`src/rtl/jsu_pkg.sv`:
```
// Package for the JSON string unescaper: parser phases, error codes and
// the result-group structure passed from the decoder to the output stage.
// No dependencies.
package jsu_pkg;

    typedef enum logic [1:0] {
        PH_IDLE = 2'd0,
        PH_STR  = 2'd1,
        PH_ESC  = 2'd2,
        PH_HEX  = 2'd3
    } phase_t;

    localparam logic [2:0] ERR_NONE       = 3'd0;
    localparam logic [2:0] ERR_NO_QUOTE   = 3'd1;
    localparam logic [2:0] ERR_BAD_ESCAPE = 3'd2;
    localparam logic [2:0] ERR_BAD_HEX    = 3'd3;
    localparam logic [2:0] ERR_UNTERM     = 3'd4;
    localparam logic [2:0] ERR_TRUNC_HEX  = 3'd5;

    localparam logic [15:0] UTF8_TWO_LIMIT  = 16'h0800;
    localparam logic [7:0]  UTF8_LEAD2      = 8'hC0;
    localparam logic [7:0]  UTF8_LEAD3      = 8'hE0;
    localparam logic [7:0]  UTF8_CONT       = 8'h80;
    localparam logic [5:0]  UTF8_CONT_MASK  = 6'h3F;

    // Up to three result transfers caused by one input transfer
    typedef struct packed {
        logic [1:0]      cnt;
        logic [2:0][7:0] bytes;
        logic            has_byte;
        logic            string_end;
        logic [2:0]      error_code;
    } grp_t;

    // Hex digit value; bit 4 set when the byte is no hex digit
    function automatic logic [4:0] hex_nibble(input logic [7:0] c);
        logic [4:0] r;
        begin
            if (c >= 8'h30 && c <= 8'h39) begin
                r = {1'b0, 4'(c - 8'h30)};
            end else if (c >= 8'h61 && c <= 8'h66) begin
                r = {1'b0, 4'(c - 8'h57)};
            end else if (c >= 8'h41 && c <= 8'h46) begin
                r = {1'b0, 4'(c - 8'h37)};
            end else begin
                r = 5'h10;
            end
            return r;
        end
    endfunction

endpackage

```
`src/rtl/json_string_unescaper_unit.sv`:
```
// Top level of the JSON string unescaper: input register, decoder and
// output stage. Depends on jsu_pkg, jsu_decode and jsu_emit.
//
//  channel | direction | tdata            | tuser                         | tlast
//  s_      | in        | [7:0] in_char    | [0] end_of_input              | -
//  m_      | out       | [7:0] out_byte   | [0] has_byte [1] string_end   | last_of_run
//          |           |                  | [4:2] error_code              |
//
// One byte is taken per cycle while the output does not stall. A byte is
// held in the input register, its result group in the output stage. A \u escape
// that encodes to two or three UTF-8 bytes holds the input while they go out.
// Reset (aresetn low, synchronous) empties both registers and returns the
// parser to idle. m_tready low stalls the output stage and then the input.
module json_string_unescaper_unit import jsu_pkg::*; (
    input  logic       aclk,
    input  logic       aresetn,
    input  logic       s_tvalid,
    output logic       s_tready,
    input  logic [7:0] s_tdata,    // in_char
    input  logic       s_tuser,    // end_of_input
    output logic       m_tvalid,
    input  logic       m_tready,
    output logic [7:0] m_tdata,    // out_byte
    output logic [4:0] m_tuser,    // has_byte, string_end, error_code[2:0]
    output logic       m_tlast     // last_of_run
);

    logic       in_vld_reg;
    logic [7:0] in_char_reg;
    logic       in_eoi_reg;
    grp_t       grp;
    logic       grp_ready;
    logic       item_take;
    logic       grp_load;

    assign item_take = (grp.cnt == 2'd0) || grp_ready;
    assign grp_load  = in_vld_reg && item_take && (grp.cnt != 2'd0);
    assign s_tready  = !in_vld_reg || item_take;

    always_ff @(posedge aclk) begin
        if (!aresetn) begin
            in_vld_reg <= 1'b0;
        end else if (s_tready) begin
            in_vld_reg <= s_tvalid;
        end
    end

    always_ff @(posedge aclk) begin
        if (s_tready && s_tvalid) begin
            in_char_reg <= s_tdata;
            in_eoi_reg  <= s_tuser;
        end
    end

    jsu_decode u_decode (
        .aclk       (aclk),
        .aresetn    (aresetn),
        .item_valid (in_vld_reg),
        .item_char  (in_char_reg),
        .item_eoi   (in_eoi_reg),
        .item_take  (item_take),
        .grp        (grp)
    );

    jsu_emit u_emit (
        .aclk      (aclk),
        .aresetn   (aresetn),
        .grp_in    (grp),
        .grp_load  (grp_load),
        .grp_ready (grp_ready),
        .m_tvalid  (m_tvalid),
        .m_tready  (m_tready),
        .m_tdata   (m_tdata),
        .m_tuser   (m_tuser),
        .m_tlast   (m_tlast)
    );

endmodule

```
`src/rtl/jsu_decode.sv`:
```
// Decoder for the JSON string unescaper: parser state registers and the
// combinational decode of one registered byte into a result group.
// Depends on jsu_pkg.
module jsu_decode import jsu_pkg::*; (
    input  logic       aclk,
    input  logic       aresetn,
    input  logic       item_valid,
    input  logic [7:0] item_char,
    input  logic       item_eoi,
    input  logic       item_take,
    output grp_t       grp
);

    localparam logic [7:0] CH_SPACE = 8'h20;
    localparam logic [7:0] CH_TAB   = 8'h09;
    localparam logic [7:0] CH_CR    = 8'h0D;
    localparam logic [7:0] CH_LF    = 8'h0A;
    localparam logic [7:0] CH_QUOTE = 8'h22;
    localparam logic [7:0] CH_BSL   = 8'h5C;

    phase_t      phase_reg, phase_next;
    logic [1:0]  hex_count_reg, hex_count_next;
    logic [15:0] code_point_reg, code_point_next;

    logic [4:0]  nib;
    logic [15:0] cp_new;
    logic        is_ws;

    assign nib    = hex_nibble(item_char);
    assign cp_new = {code_point_reg[11:0], nib[3:0]};
    assign is_ws  = (item_char == CH_SPACE) || (item_char == CH_TAB) ||
                    (item_char == CH_CR) || (item_char == CH_LF);

    always_comb begin
        phase_next      = phase_reg;
        hex_count_next  = hex_count_reg;
        code_point_next = code_point_reg;
        case (phase_reg)
            PH_IDLE: begin
                if (!item_eoi && item_char == CH_QUOTE) begin
                    phase_next = PH_STR;
                end
            end
            PH_STR: begin
                if (item_eoi || item_char == CH_QUOTE) begin
                    phase_next = PH_IDLE;
                end else if (item_char == CH_BSL) begin
                    phase_next = PH_ESC;
                end
            end
            PH_ESC: begin
                if (item_eoi) begin
                    phase_next = PH_IDLE;
                end else begin
                    case (item_char)
                        "n", "t", "r", CH_QUOTE, CH_BSL, "/", "b", "f": begin
                            phase_next = PH_STR;
                        end
                        "u": begin
                            phase_next      = PH_HEX;
                            hex_count_next  = 2'd0;
                            code_point_next = 16'd0;
                        end
                        default: begin
                            phase_next = PH_IDLE;
                        end
                    endcase
                end
            end
            PH_HEX: begin
                if (item_eoi || nib[4]) begin
                    phase_next      = PH_IDLE;
                    hex_count_next  = 2'd0;
                    code_point_next = 16'd0;
                end else if (hex_count_reg == 2'd3) begin
                    phase_next      = PH_STR;
                    hex_count_next  = 2'd0;
                    code_point_next = 16'd0;
                end else begin
                    hex_count_next  = hex_count_reg + 2'd1;
                    code_point_next = cp_new;
                end
            end
            default: begin
                phase_next = PH_IDLE;
            end
        endcase
    end

    always_comb begin
        grp = '0;
        case (phase_reg)
            PH_IDLE: begin
                if (item_eoi || (!is_ws && item_char != CH_QUOTE)) begin
                    grp.cnt        = 2'd1;
                    grp.error_code = ERR_NO_QUOTE;
                end
            end
            PH_STR: begin
                if (item_eoi) begin
                    grp.cnt        = 2'd1;
                    grp.error_code = ERR_UNTERM;
                end else if (item_char == CH_QUOTE) begin
                    grp.cnt        = 2'd1;
                    grp.string_end = 1'b1;
                end else if (item_char != CH_BSL) begin
                    grp.cnt      = 2'd1;
                    grp.has_byte = 1'b1;
                    grp.bytes[0] = item_char;
                end
            end
            PH_ESC: begin
                grp.cnt      = 2'd1;
                grp.has_byte = 1'b1;
                if (item_eoi) begin
                    grp.has_byte   = 1'b0;
                    grp.error_code = ERR_UNTERM;
                end else begin
                    case (item_char)
                        "n":      grp.bytes[0] = 8'h0A;
                        "t":      grp.bytes[0] = 8'h09;
                        "r":      grp.bytes[0] = 8'h0D;
                        CH_QUOTE: grp.bytes[0] = 8'h22;
                        CH_BSL:   grp.bytes[0] = 8'h5C;
                        "/":      grp.bytes[0] = 8'h2F;
                        "b":      grp.bytes[0] = 8'h08;
                        "f":      grp.bytes[0] = 8'h0C;
                        "u": begin
                            grp.cnt      = 2'd0;
                            grp.has_byte = 1'b0;
                        end
                        default: begin
                            grp.has_byte   = 1'b0;
                            grp.error_code = ERR_BAD_ESCAPE;
                        end
                    endcase
                end
            end
            PH_HEX: begin
                if (item_eoi) begin
                    grp.cnt        = 2'd1;
                    grp.error_code = ERR_TRUNC_HEX;
                end else if (nib[4]) begin
                    grp.cnt        = 2'd1;
                    grp.error_code = ERR_BAD_HEX;
                end else if (hex_count_reg == 2'd3) begin
                    grp.has_byte = 1'b1;
                    if (cp_new[15:7] == 9'd0) begin
                        grp.cnt      = 2'd1;
                        grp.bytes[0] = cp_new[7:0];
                    end else if (cp_new < UTF8_TWO_LIMIT) begin
                        grp.cnt      = 2'd2;
                        grp.bytes[0] = UTF8_LEAD2 | {3'd0, cp_new[10:6]};
                        grp.bytes[1] = UTF8_CONT | {2'd0, cp_new[5:0] & UTF8_CONT_MASK};
                    end else begin
                        grp.cnt      = 2'd3;
                        grp.bytes[0] = UTF8_LEAD3 | {4'd0, cp_new[15:12]};
                        grp.bytes[1] = UTF8_CONT | {2'd0, cp_new[11:6] & UTF8_CONT_MASK};
                        grp.bytes[2] = UTF8_CONT | {2'd0, cp_new[5:0] & UTF8_CONT_MASK};
                    end
                end
            end
            default: begin
                grp = '0;
            end
        endcase
    end

    always_ff @(posedge aclk) begin
        if (!aresetn) begin
            phase_reg      <= PH_IDLE;
            hex_count_reg  <= 2'd0;
            code_point_reg <= 16'd0;
        end else if (item_valid && item_take) begin
            phase_reg      <= phase_next;
            hex_count_reg  <= hex_count_next;
            code_point_reg <= code_point_next;
        end
    end

    a_hex_count_only_in_hex: assert property (@(posedge aclk) disable iff (!aresetn)
        (hex_count_reg != 2'd0) |-> (phase_reg == PH_HEX))
        else $error("hex digit count set outside a \\u escape");

    a_cp_clear_outside_hex: assert property (@(posedge aclk) disable iff (!aresetn)
        (phase_reg != PH_HEX) |-> (code_point_reg == 16'd0))
        else $error("code point not cleared outside a \\u escape");

    a_state_holds_when_idle: assert property (@(posedge aclk) disable iff (!aresetn)
        !(item_valid && item_take) |=> $stable(phase_reg))
        else $error("parser phase moved without a transfer");

endmodule

```
`src/rtl/jsu_emit.sv`:
```
// Output stage of the JSON string unescaper: holds one result group and
// sends its one to three entries as separate transfers on the result channel.
// Depends on jsu_pkg.
module jsu_emit import jsu_pkg::*; (
    input  logic       aclk,
    input  logic       aresetn,
    input  grp_t       grp_in,
    input  logic       grp_load,
    output logic       grp_ready,
    output logic       m_tvalid,
    input  logic       m_tready,
    output logic [7:0] m_tdata,    // out_byte
    output logic [4:0] m_tuser,    // has_byte, string_end, error_code[2:0]
    output logic       m_tlast     // last_of_run
);

    grp_t       grp_reg;
    logic [1:0] idx_reg, idx_next;
    logic [1:0] cnt_next;
    logic       last_beat;

    assign m_tvalid  = (grp_reg.cnt != 2'd0);
    assign last_beat = (idx_reg == grp_reg.cnt - 2'd1);
    assign m_tlast   = last_beat;
    assign m_tdata   = grp_reg.bytes[idx_reg];
    assign m_tuser   = {grp_reg.error_code, grp_reg.string_end, grp_reg.has_byte};
    assign grp_ready = !m_tvalid || (m_tready && last_beat);

    always_comb begin
        cnt_next = grp_reg.cnt;
        idx_next = idx_reg;
        if (grp_load) begin
            cnt_next = grp_in.cnt;
            idx_next = 2'd0;
        end else if (m_tvalid && m_tready) begin
            if (last_beat) begin
                cnt_next = 2'd0;
                idx_next = 2'd0;
            end else begin
                idx_next = idx_reg + 2'd1;
            end
        end
    end

    always_ff @(posedge aclk) begin
        if (!aresetn) begin
            grp_reg.cnt <= 2'd0;
            idx_reg     <= 2'd0;
        end else begin
            grp_reg.cnt <= cnt_next;
            idx_reg     <= idx_next;
            if (grp_load) begin
                grp_reg.bytes      <= grp_in.bytes;
                grp_reg.has_byte   <= grp_in.has_byte;
                grp_reg.string_end <= grp_in.string_end;
                grp_reg.error_code <= grp_in.error_code;
            end
        end
    end

    a_idx_in_group: assert property (@(posedge aclk) disable iff (!aresetn)
        m_tvalid |-> (idx_reg < grp_reg.cnt))
        else $error("byte index beyond result group");

    a_error_single: assert property (@(posedge aclk) disable iff (!aresetn)
        (m_tvalid && grp_reg.error_code != ERR_NONE) |->
            (m_tlast && !grp_reg.has_byte && !grp_reg.string_end))
        else $error("error result not a lone transfer");

    a_no_load_mid_group: assert property (@(posedge aclk) disable iff (!aresetn)
        (grp_load && m_tvalid) |-> (m_tready && last_beat))
        else $error("new group loaded over pending bytes");

endmodule

```
`config.mk`:
```
export PLATFORM = sky130hd
export DESIGN_NAME = json_string_unescaper_unit
export DESIGN_NICKNAME = d
export VERILOG_FILES = /design/src/rtl/jsu_pkg.sv /design/src/rtl/json_string_unescaper_unit.sv /design/src/rtl/jsu_decode.sv /design/src/rtl/jsu_emit.sv
export SDC_FILE = /design/constraint.sdc
export NUM_CORES = 1
export LEC_CHECK = 0
export BUFFER_PORTS_ARGS = -buffer_cell sky130_fd_sc_hd__buf_2
export CORE_AREA = 2 2 86 170
export DETAILED_ROUTE_END_ITERATION = 8
export DIE_AREA = 0 0 88 172
export MAX_ROUTING_LAYER = met4
export PLACE_DENSITY = 0.41
export SLEW_MARGIN = 20
export SYNTH_ARGS = -nofsm -noshare
export SYNTH_HDL_FRONTEND = slang
export SYNTH_SLANG_ARGS = --single-unit
```
`constraint.sdc`:
```
create_clock -name aclk -period 11.95 [get_ports aclk]
set_clock_uncertainty 0.05 [all_clocks]
set_input_delay 0.5975 -clock aclk [delete_from_list [all_inputs] [get_ports aclk]]
set_output_delay 0.5975 -clock aclk [all_outputs]
set_load 0.005 [all_outputs]
```
==> impl_results.md <==
* Startpoint of the worst setup timing path: in_char_reg[4]$_DFFE_PP_
* Simple-gate share of the synthesized area at 22.3%
* Area fraction of the dominant cell type after synthesis at 31.8%
* Min-Delay Path Class: primary input to flip-flop
* Post-synthesis share of cell area spent on xor and xnor gates at 0.773%
* Leakage Power at 1.38 nW
* Crit Reg-Reg Startpoint: in_char_reg[4]$_DFFE_PP_
* Final wirelength at 10000 um
* Grt total ovfl at 0
* Library cell with the largest summed area after synthesis: sky130_fd_sc_hd__edfxtp_1
* DR iter-0 viols at roughly 150
* Endpoints failing hold at 0
* Count of different cell masters after synthesis at 62
* Total inserted antenna cells at 0
* Number of antenna violations at the first check in global routing at 0
* Worst hold slack at 387 ps
* Clock tree from TritonCTS: done
* Total Routing Usage GR at about 15%
* Sequential fraction of the synthesis area at 44.2%
* Post-detailed-placement cell area at ~3700 um^2
* Count of flip-flops with a built-in enable after synthesis at 36
* Clock latency of the later-clocked register in the worst-skew pair at 330 ps
* Beginning of the worst hold path: s_tdata[1]
* Wire length of the first global-routing pass at ~16000 um
* Residual antenna-violating net count after detailed routing at 0
* DIE HEIGHT at around 170 um
* Largest fanout on the critical path at 10
* Area growth from synthesis to layout at 17.6%
* Final worst path period share at a little under a third
* Setup repair after global routing missed its margin: false
* I/O pin count at 29
* Gate count after technology mapping at 361
* Number of buffers added to fix hold violations after cts at 0
* Count of max-cap constraint violations at 0
* Setup TNS Final at 0 ps
* Buffers added on ports at 28
* H-tree depth at 3
* Number of nets in the layout at around 400
* Net count of the mapped netlist at 384
* Cell Pwr Density at approximately 130 nW/um^2
* Vias in the first global route at 2839
* Crit path required time at 11300 ps
* Post-synth ARST share at 0%
* DR vias at 2739
* Setup CP Type: flip-flop to primary output
* Number of clock buffers inserted by TritonCTS at 9
* Area share of fa/ha/maj cells after synthesis at 3.68%
* Yosys Warn Count at 0
* Max-slew violations at 0
* Max Buffers Root-to-Sink at 2
* Max-slew headroom at the worst pin at around 36%
* Peak VDD IR at between 0.00006 and 0.00007 V
* Post-synthesis sequential element count at 57
* Setup violators final at 0
* Floorplan Core Area at about 14000 um^2
* Post-CTS Setup Repair Bufs at 0
* Arrival time at the worst endpoint at 2940 ps
* Layout cells sized above 1 at 15.5%
* Flip-flop count of the largest register, all copies and words added at 24
* Compound-gate portion of the synthesized area at 16.3%
* Leading cell type in the layout, fill and taps excluded: sky130_fd_sc_hd__nor2_1
* Largest family of logic cells by synthesized area: simple AND/OR/NAND/NOR gates
* Cell types occupying the most area after synthesis: sky130_fd_sc_hd__edfxtp_1 32%, sky130_fd_sc_hd__dfxtp_1 12%, sky130_fd_sc_hd__nor2_1 6.3%
* Starting utilization of the core area at around a quarter
* Synthesized area per cell at ~9.4 um^2
* Most frequent cells in the layout: 57 x sky130_fd_sc_hd__nor2_1, 36 x sky130_fd_sc_hd__edfxtp_1, 28 x sky130_fd_sc_hd__buf_2
* Syn Std Cell Area at 3400 um^2
* Number of cells traversed by the worst register-to-register path at 7
* Overall die width at slightly below 90 um
* # resized after CTS at 0
* Floorplan die area at 15100 um^2
* Run status: complete, no violations
* Vias per inst at 4.75
* Post-layout min period at 3590 ps
* Count of fill cells added during filler insertion at 1456
* Wire length per cell at roughly 17 um
* Hold-critical path depth at 1
* Maximum number of pins on one net before global-route repair at 28
* Number of detailed-route iterations in the first pass at 4
* Type of origin of the critical path: flip-flop
* Most instantiated flip-flop cell in the synthesis netlist: sky130_fd_sc_hd__edfxtp_1
* Clock-pin slew on the worst setup and hold paths at 50 ps
* Worst Setup End Kind: primary output
* Number of sinks driven by the clock tree at 57
* Gp weighted congestion at 0.877
* Site Rows at 61
* Dpl hpwl at 7910 um
* Highest Clock Rate at between 200 and 300 MHz
* Multiplexer fraction of the synthesized cell area at roughly 6.9%
* Actual slew at the worst max-slew pin at 952 ps
* Root Buffer Master: sky130_fd_sc_hd__clkbuf_16
* Number of DRC violations after detailed routing at 0
* Final cell area excluding filler cells at between 3000 and 4000 um^2
## per-layer routing
layer / up-vias / part of all wire (%) / GRT usage, %
met3: 29 / 2.8 / 2.53
met5: - / 0 / -
met1: 1300 / 35 / 13.1
li1: 1345 / - / -
met2: 65 / 57 / 26.9
met4: 0 / 5.5 / 9.77
## kinds of logic after synthesis
family	after synthesis
buffers and inverters	41
adders and majority gates	10
xor gates and xnor gates	3
muxes	23
AOI/OAI and AO/OA	79
DFF	57
and+or+nand+nor	148
## critical path: stages (launching register included)
cell and delay (ps):
sky130_fd_sc_hd__edfxtp_1 550, sky130_fd_sc_hd__or4b_4 630, sky130_fd_sc_hd__or4_4 520, sky130_fd_sc_hd__a31oi_4 230, sky130_fd_sc_hd__nand3_4 130, sky130_fd_sc_hd__o21ai_2 250
sky130_fd_sc_hd__or2_2 190, sky130_fd_sc_hd__buf_2 120
## final timing paths
check / endpoint / slack, ps
min reg2reg: u_decode.hex_count_reg[1]$_SDFFE_PN0P_ / 450
max reg2reg: in_char_reg[3]$_DFFE_PP_ / 8690
min: in_char_reg[1]$_DFFE_PP_ / 390
max: s_tready / 8360
## metrics by stage
step / setup WS, ps / cells / utilization (%) / total power, mW
2_1_floorplan: 7880 / 361 / - / 0.242
3_3_place_gp: 8690 / 561 / 26.6 / 0.254
3_5_place_dp: 8660 / 561 / 26.6 / 0.254
4_1_cts: 8340 / 577 / 28.9 / 0.530
5_1_grt: 8260 / 577 / 28.9 / 0.541
6_report: 8360 / 577 / 28.9 / 0.522
## final cells by class
type                    instances  area, um^2  area share [%]
multi-input cells             263        1700            42.7
flip-flops and latches         57        1500            37.6
clock buffers                  14         285            7.14
well taps                     189         236            5.92
repair buffers                 29         148            3.70
inverters                      23        86.3            2.16
clock inverters                 2        33.8           0.846
## where the power goes
part | internal (mW) | total, mW | switching (mW)
registers | 0.214 | 0.221 | 0.00772
logic | 0.0116 | 0.0284 | 0.0167
clock network | 0.185 | 0.272 | 0.0873
## synthesized netlist by cell type, drive strengths merged, types with 8 or more instances
cell type   n
o21ai      18
buf         9
mux2i      19
clkbuf      9
nor2       57
inv        23
dfxtp      21
ha         10
nor2b      11
edfxtp     36
a21oi      25
nand2      26
and2        8
Power figures use the tool's default switching activity.
